File: config.mk
export PLATFORM = sky130hd
export DESIGN_NAME = intersection_signal_controller
export DESIGN_NICKNAME = d
export VERILOG_FILES = /design/src/sv/isc_pkg.sv /design/src/sv/isc_timebase.sv /design/src/sv/isc_core.sv /design/src/sv/intersection_signal_controller.sv
export SDC_FILE = /design/constraint.sdc
export NUM_CORES = 1
export LEC_CHECK = 0
export BUFFER_PORTS_ARGS = -buffer_cell sky130_fd_sc_hd__buf_2
export CAP_MARGIN = 20
export CORE_ASPECT_RATIO = 0.8
export CORE_MARGIN = 3
export CORE_UTILIZATION = 45
export CTS_CLUSTER_SIZE = 14
export DETAILED_ROUTE_END_ITERATION = 12
export GPL_TIMING_DRIVEN = 0
export PLACE_DENSITY = 0.61
export SKIP_CTS_REPAIR_TIMING = 1
export SLEW_MARGIN = 25
export SYNTH_ARGS = -nofsm -noshare
export SYNTH_HDL_FRONTEND = slang
export SYNTH_HIERARCHICAL = 1
export SYNTH_SLANG_ARGS = --single-unit
File: constraint.sdc
create_clock -name clk -period 7.76 [get_ports clk]
set_input_delay 1.552 -clock clk [delete_from_list [all_inputs] [get_ports clk]]
set_output_delay 1.552 -clock clk [all_outputs]
set_load 0.01 [all_outputs]
File: src/sv/isc_pkg.sv
// Shared types, widths and reset values for the intersection signal controller.
package isc_pkg;

	// Field and register widths
	localparam int CAR_W       = 4;
	localparam int BTN_W       = 2;
	localparam int BRIGHT_W    = 7;
	localparam int LAMP_W      = 3;
	localparam int TPS_W       = 14;
	localparam int FLASH_W     = 11;
	localparam int SEC_W       = 8;
	localparam int IMG_W       = 18;
	localparam int CFG_IDX_W   = 3;
	localparam int CFG_DATA_W  = 14;

	// PWM period in ticks
	localparam int PWM_STEPS_DEF = 100;

	// Configuration register indexes
	localparam logic [CFG_IDX_W-1:0] CFG_TICKS_PER_SECOND     = 3'd0;
	localparam logic [CFG_IDX_W-1:0] CFG_FLASH_TICKS          = 3'd1;
	localparam logic [CFG_IDX_W-1:0] CFG_PED_WAIT_SECONDS     = 3'd2;
	localparam logic [CFG_IDX_W-1:0] CFG_WALK_SECONDS         = 3'd3;
	localparam logic [CFG_IDX_W-1:0] CFG_AMBER_SECONDS        = 3'd4;
	localparam logic [CFG_IDX_W-1:0] CFG_IDLE_HOLD_SECONDS    = 3'd5;
	localparam logic [CFG_IDX_W-1:0] CFG_CONTEST_HOLD_SECONDS = 3'd6;

	// Configuration reset values
	localparam logic [TPS_W-1:0]   RST_TICKS_PER_SECOND     = 14'd10000;
	localparam logic [FLASH_W-1:0] RST_FLASH_TICKS          = 11'd2000;
	localparam logic [SEC_W-1:0]   RST_PED_WAIT_SECONDS     = 8'd5;
	localparam logic [SEC_W-1:0]   RST_WALK_SECONDS         = 8'd10;
	localparam logic [SEC_W-1:0]   RST_AMBER_SECONDS        = 8'd1;
	localparam logic [SEC_W-1:0]   RST_IDLE_HOLD_SECONDS    = 8'd7;
	localparam logic [SEC_W-1:0]   RST_CONTEST_HOLD_SECONDS = 8'd7;

	// Crosswalk sequencing phases
	typedef enum logic [1:0] {
		CW_RED   = 2'd0,
		CW_GREEN = 2'd1,
		CW_BLUE  = 2'd2
	} cw_phase_t;

	// Input request: one timer tick
	typedef struct packed {
		logic [CAR_W-1:0]    car_sensors;
		logic [BTN_W-1:0]    ped_buttons;
		logic [BRIGHT_W-1:0] brightness_pct;
	} in_req_t;

	// Output request: lamp state after the tick
	typedef struct packed {
		logic [LAMP_W-1:0] lamps_one;
		logic [LAMP_W-1:0] lamps_two;
		logic [LAMP_W-1:0] lamps_three;
		logic [LAMP_W-1:0] lamps_four;
		logic [LAMP_W-1:0] walk_lamps_one;
		logic [LAMP_W-1:0] walk_lamps_two;
		logic              idle_led;
		logic              driver_enable_n;
		logic              heartbeat;
	} out_req_t;

	// Timing configuration
	typedef struct packed {
		logic [TPS_W-1:0]   ticks_per_second;
		logic [FLASH_W-1:0] flash_ticks;
		logic [SEC_W-1:0]   ped_wait_seconds;
		logic [SEC_W-1:0]   walk_seconds;
		logic [SEC_W-1:0]   amber_seconds;
		logic [SEC_W-1:0]   idle_hold_seconds;
		logic [SEC_W-1:0]   contest_hold_seconds;
	} cfg_t;

	// Control pass status toward the result register
	typedef struct packed {
		logic [IMG_W-1:0] lamp_image;
		logic             idle;
		logic             heartbeat;
	} core_status_t;

	// Result of one grant recomputation
	typedef struct packed {
		logic [3:0] grant;
		logic       changed;
	} grant_upd_t;

endpackage

File: src/sv/isc_timebase.sv
// Blue flash period counter and PWM brightness counter with driver enable compare.
module isc_timebase #(
	parameter int PWM_STEPS = isc_pkg::PWM_STEPS_DEF
) (
	input  logic                          clk,
	input  logic                          arst_n,
	input  logic                          advance,
	input  logic [isc_pkg::FLASH_W-1:0]   flash_ticks,
	input  logic [isc_pkg::BRIGHT_W-1:0]  brightness_pct,
	output logic                          flash_phase,
	output logic                          driver_enable_n
);

	localparam int PWM_W = $clog2(PWM_STEPS + 1);
	localparam int CMP_W = (isc_pkg::BRIGHT_W > PWM_W) ? isc_pkg::BRIGHT_W : PWM_W;

	logic [isc_pkg::FLASH_W-1:0] flash_q, flash_n;
	logic                        flash_phase_q, flash_phase_n;
	logic [PWM_W-1:0]            pwm_q, pwm_n;

	// Next counter values for this tick
	always_comb begin
		if (flash_q >= flash_ticks) begin
			flash_phase_n = ~flash_phase_q;
			flash_n       = isc_pkg::FLASH_W'(1);
		end else begin
			flash_phase_n = flash_phase_q;
			flash_n       = flash_q + isc_pkg::FLASH_W'(1);
		end
		if (pwm_q >= PWM_W'(PWM_STEPS))
			pwm_n = PWM_W'(1);
		else
			pwm_n = pwm_q + PWM_W'(1);
	end

	always_ff @(posedge clk or negedge arst_n) begin
		if (!arst_n) begin
			flash_q       <= isc_pkg::FLASH_W'(1);
			flash_phase_q <= 1'b0;
			pwm_q         <= PWM_W'(1);
		end else if (advance) begin
			flash_q       <= flash_n;
			flash_phase_q <= flash_phase_n;
			pwm_q         <= pwm_n;
		end
	end

	// Blue lamp sees the phase before this tick's toggle
	assign flash_phase     = flash_phase_q;
	// Driver disabled while the PWM count is above brightness
	assign driver_enable_n = CMP_W'(pwm_n) > CMP_W'(brightness_pct);

endmodule

File: src/sv/isc_core.sv
// Control pass: group grant, crosswalk sequencing, lamp image and second countdowns.
module isc_core (
	input  logic                         clk,
	input  logic                         arst_n,
	input  logic                         advance,
	input  isc_pkg::cfg_t                cfg,
	input  isc_pkg::in_req_t             req,
	input  logic                         flash_phase,
	output isc_pkg::core_status_t        status
);

	localparam int CW_BASE = 12;

	logic [3:0]                  grant_q, grant_n;
	isc_pkg::cw_phase_t          ph_q [2];
	isc_pkg::cw_phase_t          ph_n [2];
	logic                        grp_q, grp_n;
	logic [isc_pkg::SEC_W-1:0]   amber_q, amber_n;
	logic [isc_pkg::SEC_W-1:0]   pw_q, pw_n;
	logic [isc_pkg::SEC_W-1:0]   walk_q, walk_n;
	logic [isc_pkg::SEC_W-1:0]   contest_q, contest_n;
	logic [isc_pkg::SEC_W-1:0]   idle_q, idle_n;
	logic [isc_pkg::TPS_W-1:0]   sub_q, sub_n;
	logic [isc_pkg::IMG_W-1:0]   img_q, img_n;
	logic                        hb_q, hb_n;

	logic                        car_a, car_b, idle_now;
	logic                        rg_c0, rg_c1;
	logic                        ra;
	logic [3:0]                  cw_mask;
	isc_pkg::grant_upd_t         upd;

	// Recompute grants in the fixed order light three, one, two, four
	function automatic isc_pkg::grant_upd_t regrant(logic [3:0] grant, logic c0_green,
			logic c1_green, logic grp);
		isc_pkg::grant_upd_t r;
		logic                want;
		r.grant   = grant;
		r.changed = 1'b0;
		want = !r.grant[1] && !r.grant[3] && !c1_green && !c0_green && !grp;
		r.changed = r.changed | (want != r.grant[2]);
		r.grant[2] = want;
		want = !r.grant[1] && !r.grant[3] && !c0_green && !grp;
		r.changed = r.changed | (want != r.grant[0]);
		r.grant[0] = want;
		want = !r.grant[0] && !r.grant[2] && !c1_green && grp;
		r.changed = r.changed | (want != r.grant[1]);
		r.grant[1] = want;
		want = !r.grant[0] && !r.grant[2] && !c0_green && !c1_green && grp;
		r.changed = r.changed | (want != r.grant[3]);
		r.grant[3] = want;
		return r;
	endfunction

	always_comb begin
		grant_n   = grant_q;
		ph_n[0]   = ph_q[0];
		ph_n[1]   = ph_q[1];
		grp_n     = grp_q;
		amber_n   = amber_q;
		pw_n      = pw_q;
		walk_n    = walk_q;
		contest_n = contest_q;
		idle_n    = idle_q;
		sub_n     = sub_q;
		img_n     = img_q;
		hb_n      = hb_q;
		ra        = 1'b0;
		cw_mask   = 4'h0;

		// Car demand per group
		car_a    = |(req.car_sensors & 4'h5);
		car_b    = |(req.car_sensors & 4'hA);
		idle_now = !car_a && !car_b;
		if (car_a && !car_b) begin
			grp_n     = 1'b0;
			contest_n = '0;
		end
		if (car_b && !car_a) begin
			grp_n     = 1'b1;
			contest_n = '0;
		end
		if (car_a && car_b && contest_q == '0)
			contest_n = cfg.contest_hold_seconds;

		// With cars waiting, grants are settled before the buttons are seen
		rg_c0 = (ph_q[0] == isc_pkg::CW_GREEN);
		rg_c1 = (ph_q[1] == isc_pkg::CW_GREEN);

		// Pedestrian buttons, each taken only while the other crosswalk is red
		if (req.ped_buttons[0] && ph_n[1] == isc_pkg::CW_RED) begin
			ph_n[0] = isc_pkg::CW_BLUE;
			pw_n    = cfg.ped_wait_seconds;
		end
		if (req.ped_buttons[1] && ph_n[0] == isc_pkg::CW_RED) begin
			ph_n[1] = isc_pkg::CW_BLUE;
			pw_n    = cfg.ped_wait_seconds;
		end

		// Idle hold
		if (idle_now) begin
			rg_c0 = (ph_n[0] == isc_pkg::CW_GREEN);
			rg_c1 = (ph_n[1] == isc_pkg::CW_GREEN);
			if (idle_q == '0)
				idle_n = cfg.idle_hold_seconds;
		end else begin
			idle_n = '0;
		end

		// Main grant update; a change restarts amber and the second
		upd     = regrant(grant_n, rg_c0, rg_c1, grp_n);
		grant_n = upd.grant;
		if (upd.changed) begin
			amber_n = cfg.amber_seconds;
			sub_n   = isc_pkg::TPS_W'(1);
		end

		// Vehicle lamps: red-amber going green, amber going red
		for (int i = 0; i < 4; i++) begin
			if (grant_n[i]) begin
				ra = (amber_n != '0) && !img_q[3*i+2];
				img_n[3*i+:3] = {!ra, ra, ra};
			end else begin
				ra = (amber_n != '0) && !img_q[3*i];
				img_n[3*i+:3] = {1'b0, ra, !ra};
			end
		end

		// Crosswalks in order one, two
		for (int c = 0; c < 2; c++) begin
			cw_mask = (c == 0) ? 4'hD : 4'hE;
			case (ph_n[c])
				isc_pkg::CW_GREEN: begin
					if (|(grant_n & cw_mask)) begin
						upd     = regrant(grant_n, ph_n[0] == isc_pkg::CW_GREEN,
							ph_n[1] == isc_pkg::CW_GREEN, grp_n);
						grant_n = upd.grant;
						if (upd.changed)
							sub_n = isc_pkg::TPS_W'(1);
						amber_n = cfg.amber_seconds;
					end else if (amber_n == '0) begin
						if (walk_n != '0) begin
							img_n[CW_BASE+3*c+1] = 1'b1;
							img_n[CW_BASE+3*c]   = 1'b0;
						end else begin
							ph_n[c]              = isc_pkg::CW_RED;
							img_n[CW_BASE+3*c+1] = 1'b0;
							img_n[CW_BASE+3*c]   = 1'b1;
						end
					end
				end
				isc_pkg::CW_BLUE: begin
					if (pw_n != '0) begin
						img_n[CW_BASE+3*c+2] = flash_phase;
					end else begin
						ph_n[c]              = isc_pkg::CW_GREEN;
						walk_n               = cfg.walk_seconds;
						img_n[CW_BASE+3*c+2] = 1'b0;
					end
				end
				default: begin
					img_n[CW_BASE+3*c]   = 1'b1;
					img_n[CW_BASE+3*c+1] = 1'b0;
				end
			endcase
		end

		// Second boundary: countdowns, hold expiry and heartbeat
		if (sub_n >= cfg.ticks_per_second) begin
			hb_n = ~hb_q;
			if (amber_n != '0)
				amber_n = amber_n - isc_pkg::SEC_W'(1);
			if (idle_n != '0) begin
				if (amber_n == '0)
					idle_n = idle_n - isc_pkg::SEC_W'(1);
				if (idle_n == '0)
					grp_n = ~grp_n;
			end
			if (contest_n != '0) begin
				if (amber_n == '0)
					contest_n = contest_n - isc_pkg::SEC_W'(1);
				if (contest_n == '0)
					grp_n = ~grp_n;
			end
			if (pw_n != '0)
				pw_n = pw_n - isc_pkg::SEC_W'(1);
			else if (walk_n != '0)
				walk_n = walk_n - isc_pkg::SEC_W'(1);
			sub_n = isc_pkg::TPS_W'(1);
		end else begin
			sub_n = sub_n + isc_pkg::TPS_W'(1);
		end
	end

	always_ff @(posedge clk or negedge arst_n) begin
		if (!arst_n) begin
			grant_q   <= 4'hA;
			ph_q[0]   <= isc_pkg::CW_RED;
			ph_q[1]   <= isc_pkg::CW_RED;
			grp_q     <= 1'b0;
			amber_q   <= '0;
			pw_q      <= '0;
			walk_q    <= '0;
			contest_q <= '0;
			idle_q    <= '0;
			sub_q     <= isc_pkg::TPS_W'(1);
			img_q     <= '0;
			hb_q      <= 1'b0;
		end else if (advance) begin
			grant_q   <= grant_n;
			ph_q[0]   <= ph_n[0];
			ph_q[1]   <= ph_n[1];
			grp_q     <= grp_n;
			amber_q   <= amber_n;
			pw_q      <= pw_n;
			walk_q    <= walk_n;
			contest_q <= contest_n;
			idle_q    <= idle_n;
			sub_q     <= sub_n;
			img_q     <= img_n;
			hb_q      <= hb_n;
		end
	end

	assign status.lamp_image = img_n;
	assign status.idle       = idle_now;
	assign status.heartbeat  = hb_n;

endmodule

File: src/sv/intersection_signal_controller.sv
// Intersection signal controller top level: request registers, configuration and result register.
// Each input request is one timer tick; the block takes one request every clock while the output
// is not stalled and returns one result request per tick, passing through the input register,
// then the result register. The combinational control pass reads and updates the controller state
// between the two registers. A stalled output holds the result and backs up into the input
// register; there is no start-up clearing pass.
module intersection_signal_controller #(
	parameter int PWM_STEPS = isc_pkg::PWM_STEPS_DEF
) (
	input  logic                            clk,
	input  logic                            arst_n,
	input  logic                            in_valid,
	output logic                            in_ready,
	input  isc_pkg::in_req_t                in_req,
	output logic                            out_valid,
	input  logic                            out_ready,
	output isc_pkg::out_req_t               out_req,
	input  logic                            cfg_we,
	input  logic [isc_pkg::CFG_IDX_W-1:0]   cfg_index,
	input  logic [isc_pkg::CFG_DATA_W-1:0]  cfg_data
);

	isc_pkg::cfg_t          cfg_q;
	isc_pkg::in_req_t       req_s1;
	logic                   valid_s1;
	isc_pkg::out_req_t      out_req_q;
	logic                   out_valid_q;
	logic                   advance;
	logic                   flash_phase;
	logic                   driver_enable_n;
	isc_pkg::core_status_t  status;
	isc_pkg::out_req_t      result;

	// Configuration registers
	always_ff @(posedge clk or negedge arst_n) begin
		if (!arst_n) begin
			cfg_q.ticks_per_second     <= isc_pkg::RST_TICKS_PER_SECOND;
			cfg_q.flash_ticks          <= isc_pkg::RST_FLASH_TICKS;
			cfg_q.ped_wait_seconds     <= isc_pkg::RST_PED_WAIT_SECONDS;
			cfg_q.walk_seconds         <= isc_pkg::RST_WALK_SECONDS;
			cfg_q.amber_seconds        <= isc_pkg::RST_AMBER_SECONDS;
			cfg_q.idle_hold_seconds    <= isc_pkg::RST_IDLE_HOLD_SECONDS;
			cfg_q.contest_hold_seconds <= isc_pkg::RST_CONTEST_HOLD_SECONDS;
		end else if (cfg_we) begin
			case (cfg_index)
				isc_pkg::CFG_TICKS_PER_SECOND:
					cfg_q.ticks_per_second <= cfg_data[isc_pkg::TPS_W-1:0];
				isc_pkg::CFG_FLASH_TICKS:
					cfg_q.flash_ticks <= cfg_data[isc_pkg::FLASH_W-1:0];
				isc_pkg::CFG_PED_WAIT_SECONDS:
					cfg_q.ped_wait_seconds <= cfg_data[isc_pkg::SEC_W-1:0];
				isc_pkg::CFG_WALK_SECONDS:
					cfg_q.walk_seconds <= cfg_data[isc_pkg::SEC_W-1:0];
				isc_pkg::CFG_AMBER_SECONDS:
					cfg_q.amber_seconds <= cfg_data[isc_pkg::SEC_W-1:0];
				isc_pkg::CFG_IDLE_HOLD_SECONDS:
					cfg_q.idle_hold_seconds <= cfg_data[isc_pkg::SEC_W-1:0];
				isc_pkg::CFG_CONTEST_HOLD_SECONDS:
					cfg_q.contest_hold_seconds <= cfg_data[isc_pkg::SEC_W-1:0];
				default: ;
			endcase
		end
	end

	// Handshake: the tick in the input register advances when the result slot frees up
	assign advance  = valid_s1 && (!out_valid_q || out_ready);
	assign in_ready = !valid_s1 || advance;

	// Input register
	always_ff @(posedge clk or negedge arst_n) begin
		if (!arst_n)
			valid_s1 <= 1'b0;
		else if (in_valid && in_ready)
			valid_s1 <= 1'b1;
		else if (advance)
			valid_s1 <= 1'b0;
	end

	always_ff @(posedge clk) begin
		if (in_valid && in_ready)
			req_s1 <= in_req;
	end

	// Control pass
	isc_core u_core (
		.clk         (clk),
		.arst_n      (arst_n),
		.advance     (advance),
		.cfg         (cfg_q),
		.req         (req_s1),
		.flash_phase (flash_phase),
		.status      (status)
	);

	// Flash and PWM counters
	isc_timebase #(
		.PWM_STEPS (PWM_STEPS)
	) u_timebase (
		.clk             (clk),
		.arst_n          (arst_n),
		.advance         (advance),
		.flash_ticks     (cfg_q.flash_ticks),
		.brightness_pct  (req_s1.brightness_pct),
		.flash_phase     (flash_phase),
		.driver_enable_n (driver_enable_n)
	);

	// Result assembly
	always_comb begin
		result.lamps_one       = status.lamp_image[2:0];
		result.lamps_two       = status.lamp_image[5:3];
		result.lamps_three     = status.lamp_image[8:6];
		result.lamps_four      = status.lamp_image[11:9];
		result.walk_lamps_one  = status.lamp_image[14:12];
		result.walk_lamps_two  = status.lamp_image[17:15];
		result.idle_led        = status.idle;
		result.driver_enable_n = driver_enable_n;
		result.heartbeat       = status.heartbeat;
	end

	// Result register
	always_ff @(posedge clk or negedge arst_n) begin
		if (!arst_n)
			out_valid_q <= 1'b0;
		else if (advance)
			out_valid_q <= 1'b1;
		else if (out_ready)
			out_valid_q <= 1'b0;
	end

	always_ff @(posedge clk) begin
		if (advance)
			out_req_q <= result;
	end

	assign out_valid = out_valid_q;
	assign out_req   = out_req_q;

endmodule
### Yosys cells after proc, flatten, opt, wreduce, memory -nomap -nowiden

Index checks and enable logic that the tools add are counted.

| cells by class | value |
|---|---|
| add/subtract/negate cells | 8 |
| $lt $le $gt $ge | 4 |
| equality and inequality tests | 25 |
| muxes and demuxes | 90 |
| bitwise gates (word level) | 13 |
| reduce and logical (&&, ||, !) cells | 125 |

Operators with widths:

| operator | number |
|---|---|
| 8-bit two-way mux | 34 |
| 14-bit two-way mux | 8 |
| 8-bit nonzero test | 8 |
| 8-bit zero test | 7 |
| 1-bit logical AND | 53 |
| 8-bit by 1-bit subtractor with 8-bit output (second input constant) | 5 |
| 1-bit zero test | 38 |
| 2-bit two-way mux | 16 |
| 1-bit two-way mux | 18 |
| 4-bit two-way mux | 4 |
| 2-bit one-hot mux with 2 select lines | 4 |
| 2-bit AND reduction | 8 |
| 14-bit by 1-bit adder with 14-bit output (second input constant) | 1 |
| 14-bit >= comparator | 1 |
| 3-bit two-way mux | 4 |
| 1-bit inequality test | 12 |
| 11-bit by 1-bit adder with 11-bit output (second input constant) | 1 |
| 11-bit >= comparator | 1 |
| 11-bit two-way mux | 1 |
| 2-bit by 1-bit equality test with 1-bit output (second input constant) | 5 |
| 3-bit equality test (second input constant) | 3 |
| 1-bit OR | 9 |
| 7-bit by 1-bit adder with 7-bit output (second input constant) | 1 |
| 7-bit >= comparator (second input constant) | 1 |
| 12 further kinds | 22 |

| word-level totals | value |
|---|---|
| bits in registers | 202 |
| output and inout bits | 23 |
| word-level logic and storage cells | 301 |

### Logic depth before layout (Yosys ltp)

Gate-level depths: netlist of the first run.

| depth | value |
|---|---|
| word-level depth | 58 |
| gate-level depth with buffers | 32 |
| mapped depth without buffers | 28 |

### Cells and area by module

The synthesis of the first run kept the hierarchy.

By module, submodules not included:

| module | times used | cells each | area an instance (um^2) | sequential area each (um^2) |
|---|---|---|---|---|
| isc_core | 1 | 844 | 6,820.3 | 1,955.6 |
| intersection_signal_controller | 1 | 184 | 3,652.3 | 2,725.1 |
| isc_timebase | 1 | 157 | 1,457.6 | 478.0 |

### Worst setup path before layout of the first run

OpenSTA, ideal clock, no wires.

| timing path | value |
|---|---|
| path kind | flip-flop to flip-flop |
| from | register u_core/ph_q[0] (netlist bit) |
| to | register u_core/pw_q[6] (netlist bit) |
| arrival | 5.868 ns |
| data required time | 7.624 ns |
| setup slack | 1.756 ns |
| stages on the path, launching flop included | 32 |
| clock period less this slack | 6.004 ns |
| cell sequence | dfrtp_1 > or3b_2 > and2_1 > inv_1 > ha_1 > nand2_1 > nand2_1 > inv_1 > ha_1 > clkbuf_1 > nor2_1 > nand2_1 > and3b_1 > o211a_1 > o221a_1 > buf_6 > nand2_4 > clkbuf_1 > nor2_1 > ha_1 > inv_1 > a21oi_1 > o221ai_1 > a21oi_1 > o211ai_1 > nand3_1 > a311oi_1 > nand2_1 > a21oi_1 > mux2_2 > a22oi_1 > o2bb2ai_1 |

| between the ends | value |
|---|---|
| word-level cells in the longest chain between the ends | 46 |

Ends and longest elaborated chain:

| what | RTL line | text |
|---|---|---|
| start: declaration | isc_core.sv:15 | `isc_pkg::cw_phase_t ph_q [2];` |
| branches (longest 45 deep; another with 2-bit zero test) | -- |  |
| 8-bit two-way mux (*) | isc_core.sv:169 | `if (sub_n >= cfg.ticks_per_second) begin` |
| end signal: assignment | isc_core.sv:215 | `pw_q <= pw_n;` |
| end: declaration | isc_core.sv:19 | `logic [isc_pkg::SEC_W-1:0] pw_q, pw_n;` |

Every way passes the cells marked *.
A chain may end at the register's enable or synchronous reset.

### Worst setup path after layout of the first run

| timing path | value |
|---|---|
| from | register u_core/ph_q[0] (netlist bit) |
| to | register u_core/amber_q[5] (netlist bit) |

| between the ends | value |
|---|---|
| word-level cells in the longest chain between the ends | 46 |

Ends and longest elaborated chain:

| what | RTL line | text |
|---|---|---|
| branches (longest 45 deep; another with 2-bit zero test) | -- |  |
| 8-bit two-way mux (*) | isc_core.sv:169 |  |
| end signal: assignment | isc_core.sv:214 | `amber_q <= amber_n;` |
| end: declaration | isc_core.sv:18 | `logic [isc_pkg::SEC_W-1:0] amber_q, amber_n;` |

Every way passes the cells marked *. The select of a mux whose other input is x is not followed.

==> flow_metrics.tcl, run 1 <==
set metrics [dict create \
    routedWlPerCell_um 19.1 \
    syn_inst 1185 \
    viasPerCell 5.79 \
    finClkSkew_ns 0.0120 \
    yosysWarnings 6 \
    worst_ep_required_time_ns 8.13 \
    p_leak_nw 5.69 \
    slowest_delay_ns 0.59 \
    tightest_slew_ns 0.879 \
    clockPowerShare_pct 21.8 \
    h-tree-depth 4 \
    critPathTopFamily "simple AND/OR/NAND/NOR gates" \
    syn-num-nets 1270 \
    slowest_stage "nor2_1" \
    fp.dieArea_mm2 0.0285 \
    layout.cells.non_filler 1626 \
    cp.arrival_ns 7.74 \
    slew_violations 0 \
    synth_seq_cells 198 \
    syn_area_per_cell_um2 10.1 \
    grt_pass1_vias 8712 \
    synth-edff-count 34 \
    cts_buffer_depth 2 \
    synth_largest_area_cell "dfrtp_1" \
    syn_to_final_growth_pct 11.3 \
    path_depth 31 \
    reg2reg_depth 31 \
    r2r_setup_slack_ns 0.40 \
    synth_top_area_share_pct 28.7 \
    finalCritPeriodShare_pct 94.9 \
    r2r_start "u_core/ph_q[0]" \
    vdd_drop_max_mv 0.182 \
    synth_area_leaders "dfrtp_1, mux2_2, edfxtp_1" \
    p_switching_mw 1.51 \
    final_cell_mix "dfrtp_1, nor2_1, mux2_2" \
    wirelength_um 31100 \
    crit_path_end_kind "flop" \
    regToRegEndpoint "u_core/amber_q[5]" \
    async_reset_ff_share_pct 82.8 \
    remaining_drc_errors 0 \
    pin_count 58 \
    root_buffer "clkbuf_16" \
    core_mm2 0.0257 \
    hold_path.class "flop to flop" \
    die_x_um 188 \
    clkTransAtPathRegs_ns 0.08 \
    combPwrFrac_pct 37.8 \
    setup_viol 0 \
    seq_area_frac_synth_pct 43.2 \
    antenna_left 0 \
    antenna_found_initial 0 \
    criticalPathCategory "flop to flop" \
    overflow 0 \
    place_inst 1594 \
    worstSetupStartpointType "flop" \
    n_antenna_cell 0 \
    drive_gt1_share_pct 21.3 \
    grt_max_degree 84 \
    clock_latency_ns 0.45 \
    routed-via-count 9422 \
    fmax_mhz 136 \
    min_period_ns 7.36 \
    drv_cap 0 \
    crit_end "u_core/amber_q[5]" \
    rows 52 \
    slew_headroom_pct 41.4 \
    status "completed" \
    cts.sinks 198 \
    fp.dieH_um 152 \
    path_max_fanout 10 \
    first_iter_violations 788 \
    final_util_pct 51.7 \
    sw_frac_of_total_pct 38.7 \
    layout_commonest_cell "dfrtp_1" \
    ys.flop_type "dfrtp_1" \
    initial_core_util_pct 46.4 \
    netlist_area_mm2 0.0119 \
    portBuffers 56 \
    seqPwrFrac_pct 40.4 \
    layout.nets 1347 \
    hold_violations 0 \
    dp_hpwl_um 22400 \
    tritoncts "yes" \
    firstDrtPassIters 5 \
    intPower_mw 2.40 \
    cts_made_buffers 17 \
    grt_usage_pct 22.2 \
    yosysUniqueCellTypes 97 \
    worst-path-buf-inv 7 \
    rsz0062_at_grt "no" \
    power_density_mw_per_mm2 295 \
    grt_pass1_wl_um 49600 \
    gp_congestion 0.944 \
    startpoint "u_core/ph_q[0]" \
]
-- worst min-delay path by stage --
stage	cells after the start	slack, ns	to	startpoint
final	1	0.48	out_valid	valid_s1
after global routing	1	0.51	out_valid	valid_s1
after detailed placement	1	0.47	out_valid	valid_s1
after global placement	1	0.46	out_valid	valid_s1
after CTS	1	0.49	out_valid	valid_s1
after floorplan	1	0.44	u_core/sub_q[13]	u_core/sub_q[13]
-- cells by family (layout without fill, tap and decap cells) --
kind of cell,count (synthesis),after routing,share of synthesized area [%]
adders and majority gates,52,52,5.41
DFF,198,198,43.2
xor gates and xnor gates,37,37,2.72
and+or+nand+nor,426,426,19.0
AOI/OAI and AO/OA,239,239,13.9
muxes,129,129,12.1
buffers and inverters,104,194,3.72
-- synth_stat cells, types with 22 or more instances --
cell type  count
dfrtp_1      137
nor2_1       115
mux2_2        96
nand2_1       95
a21oi_1       58
inv_1         57
ha_1          50
o21ai_0       49
nand3_1       41
clkbuf_1      35
edfxtp_1      34
mux2i_1       28
and3_1        27
dfstp_2       27
nor3_1        24
xnor2_1       22
-- layer usage --
layer	vias to the layer above	part of all wire [%]	global-route usage (%)	wire, µm
met3	34	6.1	3.93	1880
li1	4464	-	-	-
met5	-	0	0	0
met4	0	2.1	7.39	656
met2	297	42	31.9	12900
met1	4627	50	33.8	15600
-- cell type report --
type,count,area (µm²)
repair buffers,58,329
plain buffers,46,229
fillers,2367,12400
flip-flops and latches,198,5160
well taps,351,439
clock inverters,14,111
inverters,58,218
multi-input cells,883,6350
clock buffers,18,439
-- metrics by stage --
| stage | hold slack (ns) | instance area (µm²) | setup WS (ns) | total power [mW] | setup TNS, ns |
|---|---|---|---|---|---|
| 3_3_place_gp | 0.460 | 12600 | -0.512 | 3.01 | -2.18 |
| 2_1_floorplan | 0.444 | 11900 | 1.76 | 2.64 | 0 |
| 5_1_grt | 0.509 | 13300 | 0.0541 | 4.19 | 0 |
| 4_1_cts | 0.487 | 13300 | -0.0609 | 3.92 | -0.290 |
| 6_report | 0.481 | 13300 | 0.396 | 3.92 | 0 |
| 3_5_place_dp | 0.471 | 12700 | 0.0194 | 3.05 | 0 |
-- sequential cells by signal, summed over array words and instances (netlist names), 7 cells and up --
name	cells
cfg_q	65
u_core/walk_q	8
u_timebase/pwm_q	7
u_core/img_q	14
u_core/amber_q	8
req_s1	13
u_core/idle_q	8
out_req	21
u_core/contest_q	8
u_core/pw_q	8
u_core/sub_q	14
u_timebase/flash_q	11
-- worst reg2reg max path: cells and delay by family (launching register included) --
family          cells  cell delay (ns)
compound gates     10             2.21
simple gates       11             2.65
fa+ha+maj           3             0.56
flops               1             0.45
buf+inv             7             1.44
-- power groups by stage --
stage | sequential (mW) | combinational (mW) | clock, mW
5_1_grt | 1.62 | 1.65 | 0.918
4_1_cts | 1.58 | 1.46 | 0.877
2_1_floorplan | 1.54 | 1.10 | 0
6_report | 1.58 | 1.48 | 0.855
3_5_place_dp | 1.59 | 1.45 | 0
3_3_place_gp | 1.59 | 1.42 | 0
Power figures use the tool's default switching activity.
==> inputs of run 2 (changes only) <==
--- a/config.mk
+++ b/config.mk
@@ -13,7 +13,7 @@
 export CTS_CLUSTER_SIZE = 14
 export DETAILED_ROUTE_END_ITERATION = 12
 export GPL_TIMING_DRIVEN = 0
-export PLACE_DENSITY = 0.61
+export PLACE_DENSITY = 0.63
 export SKIP_CTS_REPAIR_TIMING = 1
 export SLEW_MARGIN = 25
 export SYNTH_ARGS = -nofsm -noshare
==> constraint.sdc (replaced) <==
create_clock -name clk -period 6 [get_ports clk]
set_input_delay 1.2 -clock clk [delete_from_list [all_inputs] [get_ports clk]]
set_output_delay 1.2 -clock clk [all_outputs]
set_load 0.01 [all_outputs]
==> flow_metrics.tcl, run 2 (same netlist as run 1, synthesis figures left out) <==
set metrics [dict create \
    fp.dieH_um 152 \
    drive_gt1_share_pct 26.2 \
    overflow 0 \
    finalCritPeriodShare_pct 96.5 \
    slew_violations 0 \
    remaining_drc_errors 0 \
    worst_ep_required_time_ns 6.36 \
    vdd_drop_max_mv 0.244 \
    hold_violations 0 \
    reg2reg_depth 28 \
    rows 52 \
    slowest_stage "a311o_2" \
    slowest_delay_ns 0.59 \
    cts.sinks 198 \
    clkTransAtPathRegs_ns 0.08 \
    routed-via-count 9606 \
    largest_reg_flops 65 \
    crit_path_end_kind "flop" \
    fin_total_pwr_mw 5.38 \
    portBuffers 56 \
    p_leak_nw 5.95 \
    routedWlPerCell_um 19.4 \
    pre_cts_slack_ns -1.97 \
    fp.dieArea_mm2 0.0285 \
    worstSetupStartpointType "flop" \
    antenna_left 0 \
    syn_to_final_growth_pct 16.9 \
    tritoncts "yes" \
    setup_ws_ns 0.211 \
    fmax_mhz 173 \
    clock_latency_ns 0.46 \
    hold_depth 1 \
    grt_usage_pct 22.6 \
    criticalPathCategory "flop to flop" \
    cts_buffer_depth 2 \
    viasPerCell 5.80 \
    initial_core_util_pct 46.4 \
    core_mm2 0.0257 \
    finClkSkew_ns 0.0137 \
    setup_viol 0 \
    largest-register "cfg_q" \
    grt_max_degree 65 \
    status "completed" \
    cp.arrival_ns 6.15 \
    cts_made_buffers 17 \
    rsz0062_at_grt "yes" \
    wirelength_um 32100 \
    tightest_slew_ns 0.908 \
    drv_cap 0 \
    place_inst 1595 \
    hold_path.class "flop to flop" \
    gp_congestion 0.929 \
    min_period_ns 5.79 \
    n_antenna_cell 0 \
    path_max_fanout 10 \
    grt_pass1_wl_um 49800 \
    firstDrtPassIters 5 \
    power_density_mw_per_mm2 386 \
    final_cell_mix "dfrtp_1, nor2_1, mux2_2" \
    grt_pass1_vias 8899 \
    die_x_um 188 \
    slew_headroom_pct 39.5 \
    h-tree-depth 4 \
    pin_count 58 \
    layout.nets 1376 \
    layout.cells.non_filler 1655 \
    root_buffer "clkbuf_16" \
    dp_hpwl_um 22900 \
    first_iter_violations 972 \
    antenna_found_initial 2 \
    layout_commonest_cell "dfrtp_1" \
]
## run 2: changes by cell type in the layout (fill, tap and decap cells not counted), moves of 3 or more
cell / change
buf_12: +5
ha_4: +5
ha_1: -6
a21oi_2: +3
nor2_1: -5
nor3_2: +3
clkbuf_1: -3
nor3_1: -4
buf_4: +26
a21oi_1: -3
nor2_4: +5
nand2_1: -3
## run 2: routing by layer
layer | routed length [µm] | share of wire [%] | track usage, %
met4 | 507 | 1.6 | 6.34
met5 | 9 | 0.028 | 0
met1 | 15800 | 49 | 33.9
met2 | 13700 | 43 | 33.1
met3 | 2150 | 6.7 | 4.51
## run 2: cell type report
type	instances	area, µm²
Multi-Input combinational cell	883	6630
Sequential cell	198	5160
Inverter	58	218
Timing Repair Buffer	88	629
Clock buffer	19	443
Clock inverter	13	158
Tap cell	351	439
Buffer	45	268
Fill cell	2301	11800
## run 2: metrics by stage
stage | utilization [%] | hold slack [ns] | area (µm²) | TNS, ns
after detailed placement | 49.6 | 0.481 | 12800 | -68.86
after global placement | 49.2 | 0.456 | 12700 | -69.86
after floorplan | - | 0.444 | 11900 | 0
after global routing | 54.3 | 0.507 | 13900 | -0.277
final | 54.3 | 0.489 | 13900 | 0
after CTS | 52.0 | 0.485 | 13400 | -75.01
## run 2: power by group
part	internal, mW	leakage [nW]	switching, mW
sequential	1.75	2.30	0.306
combinational	0.940	3.36	1.19
clock	0.641	0.293	0.558
total	3.33	5.95	2.05
## run 2: worst paths after layout
check	from	endpoint	slack, ns
setup / recovery	u_core/ph_q[0]	u_core/idle_q[5]	0.21
hold / removal	valid_s1	out_valid	0.49
setup reg to reg	u_core/ph_q[0]	u_core/idle_q[5]	0.21
hold reg to reg	valid_s1	out_valid	0.49
max in group asynchronous	arst_n	cfg_q[9]	4.65
min in group asynchronous	arst_n	u_timebase/flash_q[10]	0.64
## run 2: worst max-delay path, delay by kind of cell (launching register included)
family,cells,cell delay (ns)
simple gates,11,1.85
fa+ha+maj,3,0.62
flops,1,0.46
compound gates,9,2.12
buf+inv,5,0.64
==> inputs of run 3 (changes only) <==
--- a/config.mk
+++ b/config.mk
@@ -5,6 +5,7 @@
 export SDC_FILE = /design/constraint.sdc
 export NUM_CORES = 1
 export LEC_CHECK = 0
+export ABC_AREA = 1
 export BUFFER_PORTS_ARGS = -buffer_cell sky130_fd_sc_hd__buf_2
 export CAP_MARGIN = 20
 export CORE_ASPECT_RATIO = 0.8
==> flow_metrics.tcl, run 3 <==
set metrics [dict create \
    status "completed" \
    synth_area_leaders "dfrtp_1, nand2_1, edfxtp_1" \
    tns_ns 0 \
    multi_input_area_mm2 0.00624 \
    synth_top_area_share_pct 27.5 \
    syn_to_final_growth_pct 12.8 \
    slew_headroom_pct 41.5 \
    firstDrtPassIters 5 \
    grt_usage_pct 23.2 \
    synth_largest_area_cell "dfrtp_1" \
    cp.arrival_ns 5.92 \
    largest_reg_flops 65 \
    cts_made_buffers 17 \
    fin_total_pwr_mw 6.28 \
    largest-register "cfg_q" \
    startpoint "u_core/ph_q[1]" \
    syn_area_per_cell_um2 7.66 \
    synth_seq_cells 198 \
    r2r_start "u_core/ph_q[1]" \
    ys.flop_type "dfrtp_1" \
    final_util_pct 52.6 \
    hold_violations 0 \
    root_buffer "clkbuf_16" \
    sw_frac_of_total_pct 45.4 \
    setup_viol 0 \
    slew_violations 0 \
    hold_path.class "flop to flop" \
    routedWlPerCell_um 16.2 \
    hp-start "cfg_q[49]" \
    fmax_mhz 178 \
    die_x_um 192 \
    seqPwrFrac_pct 31.4 \
    routed-via-count 11100 \
    grt_pass1_wl_um 54200 \
    vdd_drop_max_mv 0.241 \
    pin_count 58 \
    synthTopCellsByCount "nand2_1, inv_1, dfrtp_1, nand3_1, nor2_1" \
    first_iter_violations 992 \
    antenna_left 0 \
    holdWs_ns 0.462 \
    final_cell_mix "nand2_1, inv_1, dfrtp_1" \
    h-tree-depth 4 \
    netlist_area_mm2 0.0125 \
    clkTransAtPathRegs_ns 0.07 \
    overflow 0 \
    portBuffers 57 \
    rows 53 \
    layout.cells.non_filler 2088 \
    syn_inst 1627 \
    antenna_found_initial 2 \
    criticalPathCategory "flop to flop" \
    tritoncts "yes" \
    gp_congestion 0.921 \
    wirelength_um 33800 \
    cts_buffer_depth 2 \
    slowest_delay_ns 0.40 \
    cts.sinks 198 \
    finClkSkew_ns 0.0103 \
    min_period_ns 5.60 \
    combPwrFrac_pct 49.7 \
    layout_commonest_cell "nand2_1" \
    clock_latency_ns 0.44 \
    clockPowerShare_pct 18.9 \
    tightest_slew_ns 0.877 \
    fp.dieH_um 155 \
    grt_max_degree 90 \
    critPathTopFamily "simple AND/OR/NAND/NOR gates" \
    intPower_mw 3.43 \
    drive_gt1_share_pct 15.7 \
    synth-edff-count 34 \
    path_max_fanout 10 \
    crit_path_end_kind "flop" \
    viasPerCell 5.34 \
    remaining_drc_errors 0 \
    worstSetupStartpointType "flop" \
    dp_hpwl_um 24900 \
    drv_cap 0 \
    grt_pass1_vias 10300 \
    fp.dieArea_mm2 0.0297 \
    fillers 2569 \
    yosysUniqueCellTypes 57 \
    power_density_mw_per_mm2 447 \
    finalCritPeriodShare_pct 93.4 \
    worst_ep_required_time_ns 6.32 \
    place_inst 2043 \
    core_mm2 0.0267 \
    seq_area_mm2 0.00516 \
    syn-num-nets 1712 \
    initial_core_util_pct 46.6 \
    seq_area_frac_synth_pct 41.4 \
    yosysWarnings 6 \
    synth_most_common_cell "nand2_1" \
    p_leak_nw 6.96 \
    worst-path-buf-inv 11 \
    async_reset_ff_share_pct 82.8 \
    layout.nets 1802 \
    slowest_stage "dfrtp_1" \
    p_switching_mw 2.85 \
]
-- run 3: cell count changes after synthesis, moves of 18 or more --
cell / change
nand2_1: +380
inv_1: +166
mux2_2: -96
nand3_1: +96
nand2_2: +32
o21ai_0: +29
and3_1: -27
mux2i_1: -26
xnor2_1: -20
nand2b_1: -19
clkbuf_1: -18
-- run 3: power groups by stage --
stage | Clock [mW] | Sequential (mW) | Combinational, mW
6_report | 1.19 | 1.97 | 3.12
5_1_grt | 1.27 | 2.01 | 3.52
4_1_cts | 1.21 | 1.97 | 3.03
3_5_place_dp | 0 | 1.99 | 3.02
3_3_place_gp | 0 | 1.99 | 2.95
2_1_floorplan | 0 | 1.95 | 2.29
-- run 3: cells by family (layout without fill, tap and decap cells) --
| kind of cell | count (synthesis) | in the layout | share of synthesized area (%) |
|---|---|---|---|
| buf+inv | 283 | 386 | 9.32 |
| xor+xnor | 29 | 29 | 2.04 |
| compound gates | 215 | 215 | 10.2 |
| mux | 2 | 2 | 0.161 |
| other cells | 0 | 1 | 0 |
| flops | 198 | 198 | 41.4 |
| fa+ha+maj | 50 | 50 | 5.02 |
| simple gates | 850 | 850 | 31.8 |
-- run 3: layout make-up --
class                   count  share of cell area, %
plain buffers              39                   1.71
inverters                 243                   6.55
clock buffers              19                   3.23
clock inverters            13                   1.02
flip-flops and latches    198                   36.7
well taps                 357                   3.18
repair buffers             72                   3.19
multi-input cells        1146                   44.4
diodes                      1                 0.0178
-- run 3: worst register-to-register path, delay by kind of cell (launching register included) --
family | cells | cell delay [ns]
adder cells (fa/ha/maj) | 3 | 0.67
AO/OA/AOI/OAI | 3 | 0.44
buffers and inverters | 11 | 1.23
flip-flops | 1 | 0.40
AND/OR/NAND/NOR | 22 | 2.75
-- run 3: final timing paths --
kind                            depth (start not counted)                to  slack (ns)
worst min-delay path                                    2         cfg_q[49]        0.46
worst max register to register                         39  u_core/walk_q[7]        0.40
worst max-delay path                                   39  u_core/walk_q[7]        0.40
max in group asynchronous                               2         cfg_q[32]        4.34
worst min register to register                          2         cfg_q[49]        0.46
min in group asynchronous                               1          valid_s1        0.75
-- run 3: metrics by stage --
step / setup slack (ns) / instance area, µm²
global route: -0.0798 / 14100
global placement: -1.10 / 13200
detailed placement: -1.11 / 13300
finish: 0.397 / 14100
floorplan: 0.618 / 12500
CTS: -1.15 / 13900
-- run 3: metal layers --
layer / vias up / track usage, % / routed length, µm
li1: 5460 / - / -
met3: 28 / 4.76 / 2510
met1: 5280 / 35.6 / 16700
met5: - / 0 / 13
met4: 2 / 5.06 / 385
met2: 371 / 33.4 / 14100
